===== src/rtl/core/tlvrs_pkg.sv =====
`timescale 1ns / 1ps

package tlvrs_pkg;

  // Store geometry. The count byte sits at LAST_ADDR and is kept in a register,
  // so the memory holds only the data area below it.
  localparam int LAST_ADDR = 1023;
  localparam int MEM_DEPTH = LAST_ADDR;
  localparam int MEM_AW    = $clog2(MEM_DEPTH);
  // Wide enough for a header address plus a record length or an offset.
  localparam int ADDR_W    = $clog2(LAST_ADDR + 512);

  localparam logic [ADDR_W-1:0] MEM_TOP    = ADDR_W'(LAST_ADDR);
  localparam logic [ADDR_W-1:0] WALK_LIMIT = ADDR_W'(LAST_ADDR - 2);
  localparam logic [ADDR_W-1:0] FIT_LIMIT  = ADDR_W'(LAST_ADDR - 1);

  localparam logic [7:0] COUNT_MAX = 8'd255;
  localparam logic [7:0] MIN_LEN   = 8'd2;

  // Operation codes.
  localparam logic [1:0] FN_READ   = 2'd0;
  localparam logic [1:0] FN_APPEND = 2'd1;
  localparam logic [1:0] FN_DATA   = 2'd2;
  localparam logic [1:0] FN_DELETE = 2'd3;

  // Status codes.
  localparam logic [2:0] STS_OK       = 3'd0;
  localparam logic [2:0] STS_NOTFOUND = 3'd1;
  localparam logic [2:0] STS_EXISTS   = 3'd2;
  localparam logic [2:0] STS_NOSPACE  = 3'd3;
  localparam logic [2:0] STS_BAD      = 3'd4;

  typedef struct packed {
    logic [1:0] func;
    logic [7:0] rec_id;
    logic [7:0] rec_len;
    logic [7:0] offset;
    logic [7:0] data_byte;
  } in_t;

  typedef struct packed {
    logic [2:0] status;
    logic [7:0] found_len;
    logic [7:0] read_byte;
    logic [7:0] record_count;
  } out_t;

  // One read and one write request to the byte memory per cycle.
  typedef struct packed {
    logic              rd_en;
    logic [ADDR_W-1:0] rd_addr;
    logic              wr_en;
    logic [ADDR_W-1:0] wr_addr;
    logic [7:0]        wr_data;
  } mem_req_t;

  typedef enum logic [3:0] {
    S_CLEAR,
    S_IDLE,
    S_WSTART,
    S_WHDR,
    S_WLEN,
    S_DISPATCH,
    S_RDWAIT,
    S_ADATA,
    S_AHDR,
    S_SHIFT,
    S_ZERO,
    S_RESP
  } seq_state_t;

endpackage


===== src/rtl/core/tlvrs_outreg.sv =====
`timescale 1ns / 1ps

module tlvrs_outreg (
  input  logic            clk,
  input  logic            rst_n,
  input  logic            res_valid,
  input  tlvrs_pkg::out_t res_item,
  output logic            res_ready,
  output logic            out_valid,
  input  logic            out_stall,
  output tlvrs_pkg::out_t out_item
);
  import tlvrs_pkg::*;

  logic out_valid_r;
  out_t out_item_r;

  // The register takes a new result when it is empty or being drained.
  assign res_ready = !out_valid_r || !out_stall;

  always_ff @(posedge clk) begin
    if (!rst_n) begin
      out_valid_r <= 1'b0;
    end else if (res_ready) begin
      out_valid_r <= res_valid;
    end
  end

  always_ff @(posedge clk) begin
    if (res_valid && res_ready) begin
      out_item_r <= res_item;
    end
  end

  assign out_valid = out_valid_r;
  assign out_item  = out_item_r;

endmodule


===== config.mk =====
export PLATFORM = sky130hd
export DESIGN_NAME = tlvrs_outreg
export DESIGN_NICKNAME = d
export VERILOG_FILES = /design/src/rtl/core/tlvrs_pkg.sv /design/src/rtl/core/tlvrs_outreg.sv
export SDC_FILE = /design/constraint.sdc
export NUM_CORES = 1
export LEC_CHECK = 0
export BUFFER_PORTS_ARGS = -buffer_cell sky130_fd_sc_hd__buf_2
export CAP_MARGIN = 20
export CORE_MARGIN = 2
export CORE_UTILIZATION = 35
export CTS_CLUSTER_SIZE = 14
export DETAILED_ROUTE_END_ITERATION = 7
export PLACE_DENSITY_LB_ADDON = 0.2
export SETUP_SLACK_MARGIN = 0.3
export SYNTH_ARGS = -nofsm -noshare
export SYNTH_HDL_FRONTEND = slang
export SYNTH_SLANG_ARGS = --single-unit

===== constraint.sdc =====
create_clock -name clk -period 2 [get_ports clk]
set_input_delay 0.1 -clock clk [delete_from_list [all_inputs] [get_ports clk]]
set_output_delay 0.1 -clock clk [all_outputs]
set_load 0.005 [all_outputs]

---- Word-level counts from Yosys, hierarchy flattened ----
Cells that the tools add are included.
cells by class
  reductions and logical operators ........ 4
operators by type and width
  cell                 number
  $logic_not A1 Y1     2
  $logic_and A1 B1 Y1  1
  $logic_or A1 B1 Y1   1
storage, ports and cells
  flip-flop bits (word level) ............. 28
  logic and storage cells ................. 9
  input port bits ......................... 31
  output and inout port bits .............. 29

---- Depth between registers and ports, before layout ----
  depth in word-level cells ............... 3
  gate-level depth with buffers ........... 2
  mapped depth without buffers ............ 2

---- Least setup slack after synthesis ----
OpenSTA, ideal clock, no wires.
  path kind ............................... reg-to-reg
  from .................................... register out_valid_r (netlist: out_valid)
  to ...................................... register out_item_r, in the netlist out_item[0], enable pin
  period minus slack after synthesis ...... 1.483 ns
  setup slack ............................. 0.517 ns
  buffers on the path ..................... 0
  data arrival time ....................... 1.096 ns
  cell stages (with the launch flop) ...... 3
  library setup time ...................... 0.386 ns
  required time ........................... 1.614 ns
  cells stage by stage .................... dfxtp_1 -> nand2_1 -> and2_1
between the ends
  cells in the longest elaborated chain, start to end .. 3
RTL lines
  element                 line                RTL
  from (decl)             tlvrs_outreg.sv:15  logic out_valid_r;
  from (signal assigned)  tlvrs_outreg.sv:25  out_valid_r <= res_valid;
  $logic_not A1 Y1        tlvrs_outreg.sv:19  assign res_ready = !out_valid_r || !out_stall;
  $logic_or A1 B1 Y1      tlvrs_outreg.sv:19
  via res_ready           tlvrs_outreg.sv:8   output logic res_ready,
  $logic_and A1 B1 Y1     tlvrs_outreg.sv:30  if (res_valid && res_ready) begin
  to (signal assigned)    tlvrs_outreg.sv:31  out_item_r <= res_item;
  to (decl)               tlvrs_outreg.sv:16  out_t out_item_r;
The timed path passes the listed nets, and every way through them passes these cells.
A chain may end at the register's enable or synchronous reset.

---- Final worst setup path ----
  from .................................... register out_valid_r (netlist: out_valid)
  to ...................................... register out_item_r, in the netlist out_item[15], enable pin
between the ends
  cells in the longest elaborated chain, start to end .. 3
RTL lines
  element              line
  $logic_not A1 Y1     tlvrs_outreg.sv:19
  $logic_or A1 B1 Y1   tlvrs_outreg.sv:19
  $logic_and A1 B1 Y1  tlvrs_outreg.sv:30
Every way passes these cells.

==> results by group <==
Pwr
  • Comb power frac: between 10% and 20%
  • LEAKAGE: 0.651 nW
  • Sequential share of power: around 66%
  • PwrDens: ~690 nW/um2
  • Total power: 1.05 mW
  • Psw: between 0.2 and 0.25 mW
  • Max VDD drop: roughly 0.51 mV
  • Clock share of power: a little over a fifth
  • Sw frac: 19.4%
  • Pint: approximately 0.84 mW

Floorplan
  • Die height: 53.3 um
  • Chip width: between 50 and 60 um
  • Starting Density: between 30% and 40%
  • Die area: ~2800 um2
  • IO Pins: 60
  • Core area: between 2000 and 2500 um2
  • Std cell rows: 17

Cells and area
  • # fillers: 176
  • Ant diodes: 0
  • Area of the multi-input gates: around 21 um2
  • Share of layout cells above drive strength 1: 51.2%
  • Layout area overhead: 76.5%
  • FF+latch area: a little over 800 um2
  • Nets: around 160

Global routing
  • GRT overflow: 0
  • Total track usage: between 15 and 20%
  • Largest net degree at the start of global routing: 17
  • Vias in the first global route: around 640
  • Initial antenna violation count: 0
  • First-pass GRT wire length: between 2 and 3 mm

Synthesis
  • Seq/Total Area, Yosys: around 98%
  • Most area-consuming cells after synthesis: edfxtp_1 (95%), dfxtp_1 (2.3%), and2_1 (0.73%)
  • Yosys top cell area share: 95.2%
  • Top FF cell, synth: edfxtp_1
  • Ys Warns: 0
  • Count of cell types in the netlist: 6
  • Cell with the most instances after synthesis: edfxtp_1
  • Mapped Area: approximately 850 um2
  • Ys async rst share: 0%
  • Synth Register Bits: 28
  • Syn_nets: 63
  • Synthesized area per cell: about 27 um2
  • Mapped Cells: 32
  • Post-synth EDFFs: 27
  • Area leader, netlist: edfxtp_1

Clock tree
  • CTS HTree Levels: 1
  • Clock transition at the registers of the reported paths: about 130 ps
  • Max clock buf depth: 2
  • TritonCTS Sinks: 28
  • Post-cts sizing count: 0
  • TritonCTS buffer count: 3
  • CTS tree: done
  • Clk root buf: clkbuf_4
  • Worst-Skew Late Latency: about 310 ps

STA
  • Slew @ Worst Pin: a little under 200 ps
  • F_max: between 800 and 900 MHz
  • Setup TNS: 0 ps
  • RSZ-0062 raised after global routing: no
  • Hold Fails Final Rpt: 0
  • Final slew viol count: 0
  • Final setup fails: 0
  • Worst clock skew: 3.34 ps
  • Slew HR: between 80% and 90%
  • Tmin final: between 1000 and 1500 ps
  • Final Cycle Share: 55.9%

Critical path
  • Setup CP Type: flop to flop
  • Worst Setup Start Kind: flop
  • Worst endpoint data arrival time: approximately 1100 ps
  • R2R Setup Slk: between 800 and 900 ps
  • CP endpoint kind: flop
  • Critical path required time: approximately 2000 ps
  • Critical Path Fanout Max: 16

Detailed routing
  • Vias after detailed routing: between 600 and 700
  • ANT nets after route: 0
  • Iter 0 DRT Violations: 6
  • DR DRC count: 0
  • Routed length per instance: 13.0 um
  • Final WL: between 1.5 and 2 mm
  • DR vias/cell: roughly 4.1
  • First-pass DRT Iterations: 4

Place
  • GP Congestion: roughly 0.6
  • Port Buf Inserts: 59
  • Dpl hpwl: roughly 1.1 mm

Status
  • Run status: complete, no violations

Run
  • Max-Cap Viols: 0

Worst hold path
  • Hold Path Class: input pin to flop
==> timing repair <==
item,CTS,global route
endpoints found under the hold margin,28,0
setup buffers,0,0
hold buffers,28,0
endpoints found under the setup margin,0,0
==> path summary, 6_finish.rpt <==
kind	cells after the start	startpoint	end
worst max-delay path	3	out_valid	out_item[15]
worst max register to register	3	out_valid	out_item[15]
worst min-delay path	3	res_valid	out_valid
worst min register to register	2	out_valid	out_valid
==> area by class of cell <==
type / instances / area share (%)
repair buffers: 89 / 39.3
clock buffers: 4 / 1.75
multi-input cells: 4 / 1.41
well taps: 28 / 2.33
flip-flops and latches: 28 / 55.2
==> power groups by stage <==
stage          sequential (mW)  combinational [mW]  clock [mW]
6_report                 0.692               0.128       0.225
5_1_grt                  0.695               0.141       0.265
4_1_cts                  0.692               0.126       0.232
3_5_place_dp             0.705              0.0844           0
3_3_place_gp             0.703              0.0837           0
2_1_floorplan            0.711              0.0124           0
==> logic make-up after synthesis <==
group	share of synthesized area, %
flops	97.5
simple gates	1.91
compound gates	0.587
==> worst max-delay path, stage by stage (launching register included) <==
cell     delay [ps]
dfxtp_1         360
nand2_1          90
and2_1          150
buf_4           230
==> flip-flops by register name, summed over array words and instances (netlist names) <==
register / cells
out_item: 27
out_valid: 1
==> metal layers <==
metal | global-route usage [%] | routed length, um | vias to the layer above
li1 | - | - | 312
met1 | 13.7 | 681 | 276
met2 | 32.1 | 1180 | 36
met3 | 3.67 | 135 | 0
met4 | 5.13 | 0 | 0
met5 | 0 | 0 | -
==> metrics by stage <==
stage          hold slack (ps)  cells  utilization, %  instance area (um2)  setup WS [ps]
2_1_floorplan              199     32               -                  852            517
3_3_place_gp               277    121            53.1                 1200            959
3_5_place_dp               278    121            53.1                 1200            945
4_1_cts                   25.1    153            66.7                 1500            927
5_1_grt                   63.7    153            66.7                 1500            809
6_report                  37.4    153            66.7                 1500            883
==> placed cells by master, fill, tap and decap left out <==
| cell | count |
|---|---|
| buf_2 | 59 |
| dlygate4sd3_1 | 28 |
| edfxtp_1 | 27 |
| clkbuf_4 | 3 |
| buf_4 | 2 |
| nand2_1 | 1 |
| a21oi_1 | 1 |
| nor2b_1 | 1 |
| and2_1 | 1 |
| clkbuf_1 | 1 |
| dfxtp_1 | 1 |
Note: power is estimated with default switching activity, not from simulation.
