==> src/rtl/core/tlvrs_pkg.sv <==
`timescale 1ns / 1ps

package tlvrs_pkg;

  // Store geometry. The count byte sits at LAST_ADDR and is kept in a register,
  // so the memory holds only the data area below it.
  localparam int LAST_ADDR = 1023;
  localparam int MEM_DEPTH = LAST_ADDR;
  localparam int MEM_AW    = $clog2(MEM_DEPTH);
  // Wide enough for a header address plus a record length or an offset.
  localparam int ADDR_W    = $clog2(LAST_ADDR + 512);

  localparam logic [ADDR_W-1:0] MEM_TOP    = ADDR_W'(LAST_ADDR);
  localparam logic [ADDR_W-1:0] WALK_LIMIT = ADDR_W'(LAST_ADDR - 2);
  localparam logic [ADDR_W-1:0] FIT_LIMIT  = ADDR_W'(LAST_ADDR - 1);

  localparam logic [7:0] COUNT_MAX = 8'd255;
  localparam logic [7:0] MIN_LEN   = 8'd2;

  // Operation codes.
  localparam logic [1:0] FN_READ   = 2'd0;
  localparam logic [1:0] FN_APPEND = 2'd1;
  localparam logic [1:0] FN_DATA   = 2'd2;
  localparam logic [1:0] FN_DELETE = 2'd3;

  // Status codes.
  localparam logic [2:0] STS_OK       = 3'd0;
  localparam logic [2:0] STS_NOTFOUND = 3'd1;
  localparam logic [2:0] STS_EXISTS   = 3'd2;
  localparam logic [2:0] STS_NOSPACE  = 3'd3;
  localparam logic [2:0] STS_BAD      = 3'd4;

  typedef struct packed {
    logic [1:0] func;
    logic [7:0] rec_id;
    logic [7:0] rec_len;
    logic [7:0] offset;
    logic [7:0] data_byte;
  } in_t;

  typedef struct packed {
    logic [2:0] status;
    logic [7:0] found_len;
    logic [7:0] read_byte;
    logic [7:0] record_count;
  } out_t;

  // One read and one write request to the byte memory per cycle.
  typedef struct packed {
    logic              rd_en;
    logic [ADDR_W-1:0] rd_addr;
    logic              wr_en;
    logic [ADDR_W-1:0] wr_addr;
    logic [7:0]        wr_data;
  } mem_req_t;

  typedef enum logic [3:0] {
    S_CLEAR,
    S_IDLE,
    S_WSTART,
    S_WHDR,
    S_WLEN,
    S_DISPATCH,
    S_RDWAIT,
    S_ADATA,
    S_AHDR,
    S_SHIFT,
    S_ZERO,
    S_RESP
  } seq_state_t;

endpackage

==> src/rtl/core/tlvrs_seq.sv <==
`timescale 1ns / 1ps

module tlvrs_seq (
  input  logic                clk,
  input  logic                rst_n,
  input  logic                in_valid,
  input  tlvrs_pkg::in_t      in_item,
  output logic                in_stall,
  input  logic [7:0]          rd_data,
  output tlvrs_pkg::mem_req_t mem_req,
  output logic                res_valid,
  output tlvrs_pkg::out_t     res_item,
  input  logic                res_ready
);
  import tlvrs_pkg::*;

  seq_state_t state_r, state_nxt;

  in_t               item_r, item_nxt;
  logic [7:0]        count_r, count_nxt;
  logic [MEM_AW-1:0] pbase_r, pbase_nxt;
  logic [7:0]        plen_r, plen_nxt;
  logic              pvalid_r, pvalid_nxt;
  logic [ADDR_W-1:0] a_r, a_nxt;
  logic [7:0]        n_r, n_nxt;
  logic [7:0]        hid_r, hid_nxt;
  logic              found_r, found_nxt;
  logic [MEM_AW-1:0] faddr_r, faddr_nxt;
  logic [7:0]        flen_r, flen_nxt;
  logic [ADDR_W-1:0] end_r, end_nxt;
  logic [ADDR_W-1:0] p_r, p_nxt;
  logic [ADDR_W-1:0] wa_r, wa_nxt;
  logic              wv_r, wv_nxt;
  logic [7:0]        k_r, k_nxt;
  logic [MEM_AW-1:0] clr_r, clr_nxt;
  logic [2:0]        sts_r, sts_nxt;
  logic [7:0]        rbyte_r, rbyte_nxt;

  logic [ADDR_W-1:0] a_step;
  logic [7:0]        n_step;
  logic              cur_ok;
  logic              step_ok;
  logic              hit;
  logic [ADDR_W-1:0] rec_end;
  logic [ADDR_W-1:0] flen_a;
  logic [ADDR_W-1:0] off_a;
  logic [ADDR_W-1:0] rlen_a;
  logic              room_bad;
  logic              app_ok;
  logic              data_bad;
  logic              read_ok;

  // Header walk arithmetic and the checks shared by several states.
  assign a_step   = a_r + ADDR_W'(rd_data);
  assign n_step   = n_r + 8'd1;
  assign cur_ok   = (n_r < count_r) && (a_r < WALK_LIMIT);
  assign step_ok  = (n_step < count_r) && (a_step < WALK_LIMIT);
  assign hit      = !found_r && (hid_r == item_r.rec_id);
  assign flen_a   = ADDR_W'(flen_r);
  assign off_a    = ADDR_W'(item_r.offset);
  assign rlen_a   = ADDR_W'(item_r.rec_len);
  assign rec_end  = ADDR_W'(faddr_r) + flen_a;
  assign room_bad = (count_r >= COUNT_MAX) || (a_r >= WALK_LIMIT) ||
                    ((a_r + rlen_a) >= FIT_LIMIT);
  assign app_ok   = (item_r.rec_len >= MIN_LEN) && !found_r && !room_bad;
  assign data_bad = !pvalid_r || (item_r.offset < MIN_LEN) || (item_r.offset >= plen_r);
  assign read_ok  = found_r && (item_r.offset < flen_r);

  // Next state.
  always_comb begin
    state_nxt = state_r;
    unique case (state_r)
      S_CLEAR: begin
        if (clr_r == MEM_AW'(MEM_DEPTH - 1)) state_nxt = S_IDLE;
      end
      S_IDLE: begin
        if (in_valid) state_nxt = (in_item.func == FN_DATA) ? S_ADATA : S_WSTART;
      end
      S_WSTART: state_nxt = cur_ok ? S_WHDR : S_DISPATCH;
      S_WHDR:   state_nxt = S_WLEN;
      S_WLEN:   state_nxt = step_ok ? S_WHDR : S_DISPATCH;
      S_DISPATCH: begin
        unique case (item_r.func)
          FN_READ:   state_nxt = read_ok ? S_RDWAIT : S_RESP;
          FN_APPEND: state_nxt = app_ok ? S_AHDR : S_RESP;
          FN_DELETE: state_nxt = found_r ? S_SHIFT : S_RESP;
          default:   state_nxt = S_RESP;
        endcase
      end
      S_RDWAIT: state_nxt = S_RESP;
      S_ADATA:  state_nxt = S_RESP;
      S_AHDR: begin
        if (k_r == (item_r.rec_len - 8'd1)) state_nxt = S_RESP;
      end
      S_SHIFT: begin
        if ((p_r >= end_r) && !wv_r) state_nxt = S_ZERO;
      end
      S_ZERO: begin
        if (p_r >= end_r) state_nxt = S_RESP;
      end
      S_RESP: begin
        if (res_ready) state_nxt = S_IDLE;
      end
      default: state_nxt = S_IDLE;
    endcase
  end

  // Memory requests, datapath updates and the result.
  always_comb begin
    item_nxt   = item_r;
    count_nxt  = count_r;
    pbase_nxt  = pbase_r;
    plen_nxt   = plen_r;
    pvalid_nxt = pvalid_r;
    a_nxt      = a_r;
    n_nxt      = n_r;
    hid_nxt    = hid_r;
    found_nxt  = found_r;
    faddr_nxt  = faddr_r;
    flen_nxt   = flen_r;
    end_nxt    = end_r;
    p_nxt      = p_r;
    wa_nxt     = wa_r;
    wv_nxt     = wv_r;
    k_nxt      = k_r;
    clr_nxt    = clr_r;
    sts_nxt    = sts_r;
    rbyte_nxt  = rbyte_r;
    mem_req    = '0;
    res_valid  = 1'b0;
    in_stall   = (state_r != S_IDLE);

    unique case (state_r)
      // Sweep the whole memory to zero after reset.
      S_CLEAR: begin
        mem_req.wr_en   = 1'b1;
        mem_req.wr_addr = ADDR_W'(clr_r);
        mem_req.wr_data = 8'd0;
        clr_nxt         = clr_r + MEM_AW'(1);
      end
      // Take a new item and start the header walk from address zero.
      S_IDLE: begin
        if (in_valid) begin
          item_nxt  = in_item;
          a_nxt     = '0;
          n_nxt     = '0;
          found_nxt = 1'b0;
          flen_nxt  = '0;
          sts_nxt   = STS_OK;
          rbyte_nxt = '0;
          if (in_item.func == FN_DELETE) pvalid_nxt = 1'b0;
        end
      end
      S_WSTART: begin
        if (cur_ok) begin
          mem_req.rd_en   = 1'b1;
          mem_req.rd_addr = a_r;
        end
      end
      // The id byte arrives; fetch the length byte.
      S_WHDR: begin
        hid_nxt         = rd_data;
        mem_req.rd_en   = 1'b1;
        mem_req.rd_addr = a_r + ADDR_W'(1);
      end
      // The length byte arrives; note a first match and step to the next header.
      S_WLEN: begin
        if (hit) begin
          found_nxt = 1'b1;
          faddr_nxt = a_r[MEM_AW-1:0];
          flen_nxt  = rd_data;
        end
        a_nxt = a_step;
        n_nxt = n_step;
        if (step_ok) begin
          mem_req.rd_en   = 1'b1;
          mem_req.rd_addr = a_step;
        end
      end
      // The walk is over: a_r holds the end of the used region.
      S_DISPATCH: begin
        unique case (item_r.func)
          FN_READ: begin
            if (!found_r) begin
              sts_nxt = STS_NOTFOUND;
            end else if (read_ok) begin
              mem_req.rd_en   = 1'b1;
              mem_req.rd_addr = ADDR_W'(faddr_r) + off_a;
            end else begin
              sts_nxt = STS_BAD;
            end
          end
          FN_APPEND: begin
            if (item_r.rec_len < MIN_LEN) begin
              sts_nxt = STS_BAD;
            end else if (found_r) begin
              sts_nxt = STS_EXISTS;
            end else if (room_bad) begin
              sts_nxt = STS_NOSPACE;
            end else begin
              end_nxt    = a_r;
              k_nxt      = '0;
              count_nxt  = count_r + 8'd1;
              pbase_nxt  = a_r[MEM_AW-1:0];
              plen_nxt   = item_r.rec_len;
              pvalid_nxt = 1'b1;
            end
          end
          FN_DELETE: begin
            if (!found_r) begin
              sts_nxt = STS_NOTFOUND;
            end else begin
              end_nxt = (a_r < rec_end) ? rec_end : a_r;
              p_nxt   = rec_end;
              wv_nxt  = 1'b0;
            end
          end
          default: begin
            sts_nxt = sts_r;
          end
        endcase
      end
      S_RDWAIT: begin
        rbyte_nxt = rd_data;
      end
      // Append data needs no walk: check against the pending record and write.
      S_ADATA: begin
        if (data_bad) begin
          sts_nxt = STS_BAD;
        end else begin
          mem_req.wr_en   = 1'b1;
          mem_req.wr_addr = ADDR_W'(pbase_r) + off_a;
          mem_req.wr_data = item_r.data_byte;
        end
      end
      // Lay down the new record: id, length, then zeroed data bytes.
      S_AHDR: begin
        mem_req.wr_en   = 1'b1;
        mem_req.wr_addr = end_r + ADDR_W'(k_r);
        if (k_r == 8'd0) begin
          mem_req.wr_data = item_r.rec_id;
        end else if (k_r == 8'd1) begin
          mem_req.wr_data = item_r.rec_len;
        end else begin
          mem_req.wr_data = 8'd0;
        end
        k_nxt = k_r + 8'd1;
      end
      // Compaction: read one byte ahead, write it a record length lower next cycle.
      S_SHIFT: begin
        if (wv_r) begin
          mem_req.wr_en   = 1'b1;
          mem_req.wr_addr = wa_r;
          mem_req.wr_data = rd_data;
        end
        if (p_r < end_r) begin
          mem_req.rd_en   = 1'b1;
          mem_req.rd_addr = p_r;
          wv_nxt          = 1'b1;
          wa_nxt          = p_r - flen_a;
          p_nxt           = p_r + ADDR_W'(1);
        end else begin
          wv_nxt = 1'b0;
          if (!wv_r) p_nxt = end_r - flen_a;
        end
      end
      // Zero the freed tail, then drop the count.
      S_ZERO: begin
        if (p_r < end_r) begin
          mem_req.wr_en   = 1'b1;
          mem_req.wr_addr = p_r;
          mem_req.wr_data = 8'd0;
          p_nxt           = p_r + ADDR_W'(1);
        end else begin
          count_nxt = count_r - 8'd1;
        end
      end
      S_RESP: begin
        res_valid = 1'b1;
      end
      default: begin
        res_valid = 1'b0;
      end
    endcase
  end

  assign res_item.status       = sts_r;
  assign res_item.found_len    = (item_r.func == FN_READ) ? flen_r : 8'd0;
  assign res_item.read_byte    = rbyte_r;
  assign res_item.record_count = count_r;

  // Control state.
  always_ff @(posedge clk) begin
    if (!rst_n) begin
      state_r  <= S_CLEAR;
      clr_r    <= '0;
      count_r  <= '0;
      pbase_r  <= '0;
      plen_r   <= '0;
      pvalid_r <= 1'b0;
    end else begin
      state_r  <= state_nxt;
      clr_r    <= clr_nxt;
      count_r  <= count_nxt;
      pbase_r  <= pbase_nxt;
      plen_r   <= plen_nxt;
      pvalid_r <= pvalid_nxt;
    end
  end

  // Working registers of the current item.
  always_ff @(posedge clk) begin
    item_r  <= item_nxt;
    a_r     <= a_nxt;
    n_r     <= n_nxt;
    hid_r   <= hid_nxt;
    found_r <= found_nxt;
    faddr_r <= faddr_nxt;
    flen_r  <= flen_nxt;
    end_r   <= end_nxt;
    p_r     <= p_nxt;
    wa_r    <= wa_nxt;
    wv_r    <= wv_nxt;
    k_r     <= k_nxt;
    sts_r   <= sts_nxt;
    rbyte_r <= rbyte_nxt;
  end

endmodule

==> config.mk <==
export PLATFORM = sky130hd
export DESIGN_NAME = tlvrs_seq
export DESIGN_NICKNAME = d
export VERILOG_FILES = /design/src/rtl/core/tlvrs_pkg.sv /design/src/rtl/core/tlvrs_seq.sv
export SDC_FILE = /design/constraint.sdc
export NUM_CORES = 1
export LEC_CHECK = 0
export ABC_AREA = 1
export BUFFER_PORTS_ARGS = -buffer_cell sky130_fd_sc_hd__clkbuf_2
export CORE_MARGIN = 2
export CORE_UTILIZATION = 53
export CTS_CLUSTER_SIZE = 30
export DETAILED_ROUTE_END_ITERATION = 16
export PLACE_DENSITY = 0.79
export SETUP_SLACK_MARGIN = 0.1
export SLEW_MARGIN = 10
export SYNTH_ARGS = -nofsm -noshare
export SYNTH_HDL_FRONTEND = slang
export SYNTH_SLANG_ARGS = --single-unit
==> constraint.sdc <==
create_clock -name clk -period 4.6 [get_ports clk]
set_input_delay 0.69 -clock clk [delete_from_list [all_inputs] [get_ports clk]]
set_output_delay 0.69 -clock clk [all_outputs]
set_load 0.01 [all_outputs]
# Word-level counts from Yosys, hierarchy flattened

Cells that the tools add are included.

Flip-flop bits (word level): 174
Bits in latches: 0
Memory bits (writable): 0
ROM bits: 0
Input port bits: 46
Output and inout port bits: 61
Memories: 0

Add/sub/neg operators: 16
Multipliers: 0
Divide/modulo/power cells: 0
$lt $le $gt $ge: 15
Equal/unequal tests: 46
Shifts and indexed selects: 0
Multiplexer cells: 83
Bitwise logic cells: 3
Reductions and logical operators: 43

Operator list:

| operator                | count |
|---|---|
| $mux W11                | 11 |
| $mux W8                 | 14 |
| $pmux W20 S5            | 1 |
| $pmux W8 S2             | 5 |
| $mux W12                | 6 |
| $mux W20                | 3 |
| $pmux W12 S5            | 1 |
| $pmux W11 S2            | 2 |
| $pmux W4 S11            | 1 |
| $ne A2 B2 Y1 const B    | 19 |
| $add A10 B8 Y11         | 3 |
| $add A11 B8 Y11         | 3 |
| $mux W3                 | 11 |
| $pmux W11 S3            | 1 |
| $mux W4                 | 7 |
| $add A8 B1 Y8 const B   | 3 |
| $lt A8 B8 Y1            | 3 |
| $add A11 B1 Y11 const B | 2 |
| $ge A11 B10 Y1 const B  | 2 |
| $lt A11 B10 Y1 const B  | 2 |
| $lt A11 B11 Y1          | 2 |
| $sub A11 B8 Y11         | 2 |
| $pmux W3 S3             | 2 |
| $reduce_and A6 Y1       | 3 |
| 40 further kinds        | 97 |

# Longest topological paths before layout

Gate-level depths: netlist of the first run.

Depth after elaboration: 8
Depth in mapped cells: 19

# Worst setup path before layout of the first run

No wires, ideal clock.

Path kind: register -> register
From: reg state_r[2]
To: reg a_r[0], enable pin
Setup time: 0.376 ns
Arrival: 3.131 ns
Data required time: 4.224 ns
Path slack: 1.094 ns
Stages on the path, launching flop included: 8
Period minus slack after synthesis: 3.506 ns
Cell sequence: dfxtp_1 -> nor2_1 -> inv_2 -> nor2_2 -> inv_1 -> nor2_1 -> inv_1 -> nand2_1

Longest elaborated chain between the ends: 3
Elaborated cells on any way between the ends: 5
Classes of those cells: eq/ne: 3; reduce/logical: 2

Ends and longest elaborated chain:

| item                                                                | RTL line         | source |
|---|---|---|
| start: declaration                                                  | tlvrs_seq.sv:17  | `seq_state_t state_r, state_nxt;` |
| start signal: assignment                                            | tlvrs_seq.sv:302 | `state_r <= state_nxt;` |
| $eq A4 B1 Y1 or $eq A4 B3 Y1 (tied branches)                        | tlvrs_seq.sv:133 | `unique case (state_r)` |
| $ne A2 B2 Y1 (no source line) or $reduce_bool A2 Y1 (tied branches) | --               |  |
| $reduce_and A2 Y1 (no source line) *                                | --               |  |
| end signal: assignment                                              | tlvrs_seq.sv:314 | `a_r <= a_nxt;` |
| end: declaration                                                    | tlvrs_seq.sv:24  | `logic [ADDR_W-1:0] a_r, a_nxt;` |

Mark *: on every way between the ends. The rest lies on a longest branch, timed or not.
A chain may end at the register's enable or synchronous reset.

==> impl_metrics.yaml, run 1 <==
setup_path:
  cp-end-kind: "output port"
  rrSetupSlack_ns: 0.87
  required_ns: 3.91
  cp_max_fo: 12
  worstReg2RegEnd: "end_r[8]"
  reg2reg_depth: 18
  crit_chain: "inv_1 -> ha_1 -> a21oi_1 -> o21ai_0 -> a21oi_1 -> nand2_1 -> nor2_2 -> buf_4 -> a21oi_1 -> o2111ai_1 -> clkbuf_2"
  cpPeakStageDelay_ns: 0.56
  cp-start-kind: "flop"
  r2r-start: "flen_r[0]"
  crit_path_top_delay_cell: "nor2_2"
  crit_path_start: "end_r[8]"
  arrival_ns: 3.36
  crit_type: "reg2out"
  path_common_cell: "a21oi_1"
power:
  seqPwrFrac_pct: 47.0
  p_leak_nw: 6.50
  p_clk_share_pct: 40.7
  p_switching_mw: 1.13
  vdd_drop_max_v: 0.000202
  combPwrFrac_pct: 12.3
  intPower_mw: 2.63
  swShare_pct: 30.1
  power_density_nw_per_um2: 255
logic_synthesis:
  synth_xor_area_share_pct: 4.31
  synth_cell_types: 57
  yosys.area.top_type_share_pct: 30.2
  synth_simple_gate_area_share_pct: 22.3
  ys_ff_latch: 174
  ys_seq_area_share_pct: 36.4
  synthAdderAreaFrac_pct: 13.8
  syn_inst: 1655
  syn-mean-instance-area_um2: 7.99
  synth-compound-area-share_pct: 15.3
  yosysTopAreaCell: "edfxtp_1"
  syn_nets: 1841
  synth.area.mux_share_pct: 0
  synth_top_family_by_area: "simple AND/OR/NAND/NOR gates"
  syn_area_um2: 13200
  yosysWarnings: 0
  yosys-top-cells-area: "edfxtp_1 (30%), ha_1 (12%), nand2_1 (8.5%)"
floorplan:
  fp.coreArea_um2: 24400
  dieArea_um2: 26200
  die-width_um: 162
  io_pins: 107
  initial_core_util_pct: 54.2
  die_height_um: 162
  rows: 57
detailed_routing:
  wl_per_cell_um: 20.4
  drt-initial-drc-count: 1433
  routed-via-count: 12600
  drc_errors: 0
  detail-route-antenna-nets: 0
  dr.pass1.iters: 6
  vias_per_cell: 5.99
  wl_mm: 43.0
final_layout:
  stdcell_count: 2107
  drive_gt1_share_pct: 11.7
  layout.nets: 1956
  final_util_pct: 60.6
  area_growth_pct: 11.8
  diodes: 0
placement:
  port-buffer-count: 106
  hpwl_mm: 33.6
  dp.cells: 2075
  place_congestion: 1.02
cts:
  cts_buffers: 17
  hold_buffers: 0
  path_clk_slew_ns: 0.09
  cts_resized: 0
  cts_setup_buffers: 0
  ctsLongestPathBuffers: 2
  cts_tree: "done"
  clk_latency_ns: 0.46
  cts.sinks: 174
  htree_levels: 4
  root_buffer: "clkbuf_16"
timing:
  max_freq_ghz: 0.247
  min_period_ns: 4.05
  period_share_pct: 88.0
  final_max_slew_viol_count: 0
  hold_viol_final: 0
  clock_skew_ns: 0.0186
  final.setup.tns_ns: 0
  worst-slew-pin-transition_ns: 1.20
  rsz0062_at_grt: "no"
  relSlewSlack_pct: 19.9
  finalSetupViolCount: 0
status:
  status: "completed"
grt:
  grt_pass1_vias: 12000
  grt_pass1_wl_mm: 65.5
  antenna_found_initial: 1
  grt-ovfl-total: 0
  grt_max_degree: 37
  grt_usage_pct: 32.8
min_path:
  hold_start: "in_item[30]"
  min_to: "item_r[30]"
  worstHoldPathCells: 1
  min_path_type: "in2reg"
job:
  max_cap_viol_count: 0
-- flip-flops by register name (all words and copies together), names as in the netlist, 10 cells and up --
register,count
a_r,11
pbase_r,10
wa_r,11
faddr_r,10
p_r,11
clr_r,10
item_r,34
end_r,11
-- through the flow --
step	worst slack, ns	total power, mW	cell area (µm²)	hold slack [ns]
2_1_floorplan	1.09	2.10	13200	0.427
5_1_grt	0.435	3.88	14800	0.384
3_3_place_gp	1.06	2.24	14200	0.440
4_1_cts	0.653	3.76	14800	0.390
6_report	0.551	3.77	14800	0.396
3_5_place_dp	0.976	2.26	14200	0.447
-- Yosys cell counts, drive strengths merged --
master and number:
nand2 308, inv 234, nor2 183, a21oi 153
edfxtp 133, ha 131, o21ai 112, nand3 78
xor2 48, dfxtp 41, nand4 33, nor3 24
o211ai 21, buf 18, o2111ai 18, xnor2 17
clkbuf 11, nand3b 11, a22oi 10, fa 9
nor3b 8, o221ai 6, a211oi 5, a31oi 5
nor4 5, o22ai 5, o21a 4, or2 4
a221oi 3, clkinv 3, o21bai 3, o31ai 3
a21o 2, o311ai 2, a21boi 1, a32oi 1
and2 1, and3 1
-- cell usage in the layout, fill, tap and decap left out, types with 4 or more instances in the layout --
cell	instances
nor2_4	4
a21oi_1	152
nand4_1	33
nor3_1	21
nand2_2	7
a31oi_1	5
xor2_1	48
inv_8	4
a211oi_1	5
clkbuf_16	17
nor3b_1	7
buf_4	19
ha_1	131
nand2_1	299
clkinv_8	6
o22ai_1	5
nand3_2	4
o21a_1	4
nor4_1	4
dfxtp_1	41
fa_1	9
o21ai_1	10
nand3_1	74
xnor2_1	17
a22oi_1	10
edfxtp_1	133
nand3b_1	11
nor2_2	10
inv_2	13
o211ai_1	21
inv_1	221
o221ai_1	6
clkbuf_2	106
o21ai_0	102
o2111ai_1	18
nor2_1	166
-- metal layers --
layer / track usage [%] / routed length [µm] / up-vias
met4: 19.7 / 2690 / 2
li1: - / - / 5915
met3: 6.95 / 4360 / 136
met2: 50.9 / 18900 / 682
met5: 0 / 11 / -
met1: 42.3 / 17000 / 5891
-- critical path, delay by kind of cell (launching register included) --
kind | cells | cell delay [ns]
AOI/OAI and AO/OA | 5 | 0.70
adders and majority gates | 1 | 0.32
buffers and inverters | 3 | 0.60
DFF | 1 | 0.47
and+or+nand+nor | 2 | 0.82
-- power groups by stage --
| stage | registers [mW] | clock network, mW | logic (mW) |
|---|---|---|---|
| after floorplan | 1.79 | 0 | 0.306 |
| after global placement | 1.80 | 0 | 0.440 |
| after detailed placement | 1.81 | 0 | 0.450 |
| after CTS | 1.77 | 1.53 | 0.454 |
| after global routing | 1.77 | 1.59 | 0.513 |
| final | 1.77 | 1.53 | 0.463 |
-- cell type report --
type                    instances  area [µm²]
clock inverters                15         200
flip-flops and latches        174        4810
fillers                      2184        9610
multi-input cells            1215        7380
clock buffers                  17         425
repair buffers                125         673
inverters                     237         890
well taps                     324         405
-- how the worst max path moves through the flow --
stage | to | slack, ns | cells after the start
6_report | mem_req[26] | 0.55 | 11
5_1_grt | mem_req[29] | 0.43 | 11
4_1_cts | mem_req[29] | 0.65 | 11
3_5_place_dp | end_r[8] | 0.98 | 18
3_3_place_gp | end_r[6] | 1.06 | 18
2_1_floorplan | a_r[0] | 1.09 | 7
-- logic make-up after synthesis --
kind of cell    count (synthesis)
xor+xnor                       65
simple gates                  656
buf+inv                       266
fa+ha+maj                     140
flops                         174
compound gates                354
(Power assumes the default switching activity.)
==> inputs of run 2 (changes only) <==
- CORE_MARGIN: 2 -> not set
- CORE_UTILIZATION: 53 -> 45
- PLACE_DENSITY: 0.79 -> 0.7
==> impl_metrics.yaml, run 2 (synthesized netlist as in run 1, its figures left out) <==
cts:
  cts_setup_buffers: 0
  cts_tree: "done"
  cts.sinks: 174
  path_clk_slew_ns: 0.07
  ctsLongestPathBuffers: 2
  clk_latency_ns: 0.46
  htree_levels: 4
  cts_resized: 0
  hold_buffers: 0
  root_buffer: "clkbuf_16"
  cts_buffers: 17
final_layout:
  layout.nets: 1957
  regMostFlops: "item_r"
  area_growth_pct: 12.0
  diodes: 0
  final_cell_mix: "nand2_1 (299), inv_1 (221), nor2_1 (166)"
  mostFrequentLayoutCell: "nand2_1"
  largest_reg_flops: 34
  nFillCells: 2786
  drive_gt1_share_pct: 11.6
setup_path:
  arrival_ns: 3.29
  cp-end-kind: "output port"
  cp_max_fo: 12
  crit_type: "reg2out"
  path_common_cell: "a21oi_1"
  crit_chain: "ha_1 -> a21oi_1 -> o21ai_0 -> a21oi_1 -> nand2_1 -> nor2_2 -> inv_1 -> o21ai_0 -> a21oi_1 -> o211ai_1 -> clkbuf_2"
  cpPeakStageDelay_ns: 0.53
  crit_path_top_delay_cell: "edfxtp_1"
  required_ns: 3.91
  cp-start-kind: "flop"
grt:
  grt_usage_pct: 29.3
  grt-ovfl-total: 0
  antenna_found_initial: 0
  grt_pass1_wl_mm: 66.9
  grt_max_degree: 38
  grt_pass1_vias: 11800
timing:
  final_max_slew_viol_count: 0
  min_period_ns: 3.98
  clock_skew_ns: 0.0123
  hold_viol_final: 0
  relSlewSlack_pct: 37.5
  max_freq_ghz: 0.251
  final.setup.tns_ns: 0
  worst_slack_ns: 0.622
  period_share_pct: 86.5
  worst-slew-pin-transition_ns: 0.937
  rsz0062_at_grt: "no"
  finalSetupViolCount: 0
detailed_routing:
  detail-route-antenna-nets: 0
  routed-via-count: 12400
  drc_errors: 0
  wl_mm: 43.5
  wl_per_cell_um: 20.1
  dr.pass1.iters: 6
  drt-initial-drc-count: 1324
  vias_per_cell: 5.73
placement:
  port-buffer-count: 106
  place_congestion: 1.08
  pre_cts_ws_ns: 0.859
  hpwl_mm: 34.3
floorplan:
  die-width_um: 173
  io_pins: 107
  dieArea_um2: 30100
  rows: 62
  die_height_um: 173
  initial_core_util_pct: 45.9
  fp.coreArea_um2: 28800
power:
  vdd_drop_max_v: 0.000254
  power_density_nw_per_um2: 249
  p_leak_nw: 6.49
status:
  status: "completed"
min_path:
  min_path_type: "in2reg"
job:
  max_cap_viol_count: 0
## run 2: changes by cell type in the layout (fill, tap and decap cells not counted), sizes merged
cell	previous run	this run
buf	19	20
clkinv	10	6
clkbuf	123	129
clkinvlp	1	2
inv	241	238
## run 2: per-layer routing
| metal | GRT usage [%] | share of wire, % | wire length, µm | vias to the layer above |
|---|---|---|---|---|
| met1 | 39.3 | 43 | 18500 | 5774 |
| met2 | 45.5 | 44 | 19300 | 646 |
| met5 | 0 | 0 | 0 | - |
| met4 | 12.2 | 3.8 | 1640 | 0 |
| met3 | 6.51 | 9.4 | 4080 | 91 |
| li1 | - | - | - | 5914 |
## run 2: report_power, final
group | leakage [nW] | internal [mW] | switching [mW]
Sequential | 1.53 | 1.73 | 0.0451
Clock | 0.277 | 0.779 | 0.675
Combinational | 4.68 | 0.159 | 0.310
Total | 6.49 | 2.66 | 1.03
## run 2: worst max-delay path, delay by kind of cell (launching register included)
| kind | cells | cell delay, ns |
|---|---|---|
| simple gates | 2 | 0.78 |
| buf+inv | 2 | 0.34 |
| compound gates | 6 | 0.79 |
| flops | 1 | 0.53 |
| fa+ha+maj | 1 | 0.38 |
## run 2: metrics by stage
step / hold WS, ns / util, % / power (mW) / area, µm² / instances
2_1_floorplan: 0.427 / - / 2.10 / 13200 / 1655
3_3_place_gp: 0.439 / 49.5 / 2.25 / 14200 / 2135
3_5_place_dp: 0.443 / 49.5 / 2.26 / 14200 / 2135
4_1_cts: 0.390 / 51.4 / 3.69 / 14800 / 2167
5_1_grt: 0.388 / 51.5 / 3.82 / 14800 / 2168
6_report: 0.404 / 51.5 / 3.69 / 14800 / 2168
## run 2: worst paths after layout
path	depth (start not counted)	to	startpoint	slack (ns)
hold reg to reg	2	pbase_r[2]	pbase_r[2]	0.46
setup reg to reg	18	end_r[10]	flen_r[0]	0.78
setup / recovery	11	mem_req[29]	p_r[4]	0.62
hold / removal	1	item_r[6]	in_item[6]	0.40
## run 2: final cells by class
class | instances | area [µm²] | share of cell area [%]
clock buffers | 23 | 500 | 3.38
clock inverters | 9 | 71.3 | 0.481
inverters | 237 | 890 | 6.01
multi-input cells | 1215 | 7380 | 49.8
flip-flops and latches | 174 | 4810 | 32.5
well taps | 384 | 480 | 3.24
repair buffers | 126 | 681 | 4.59
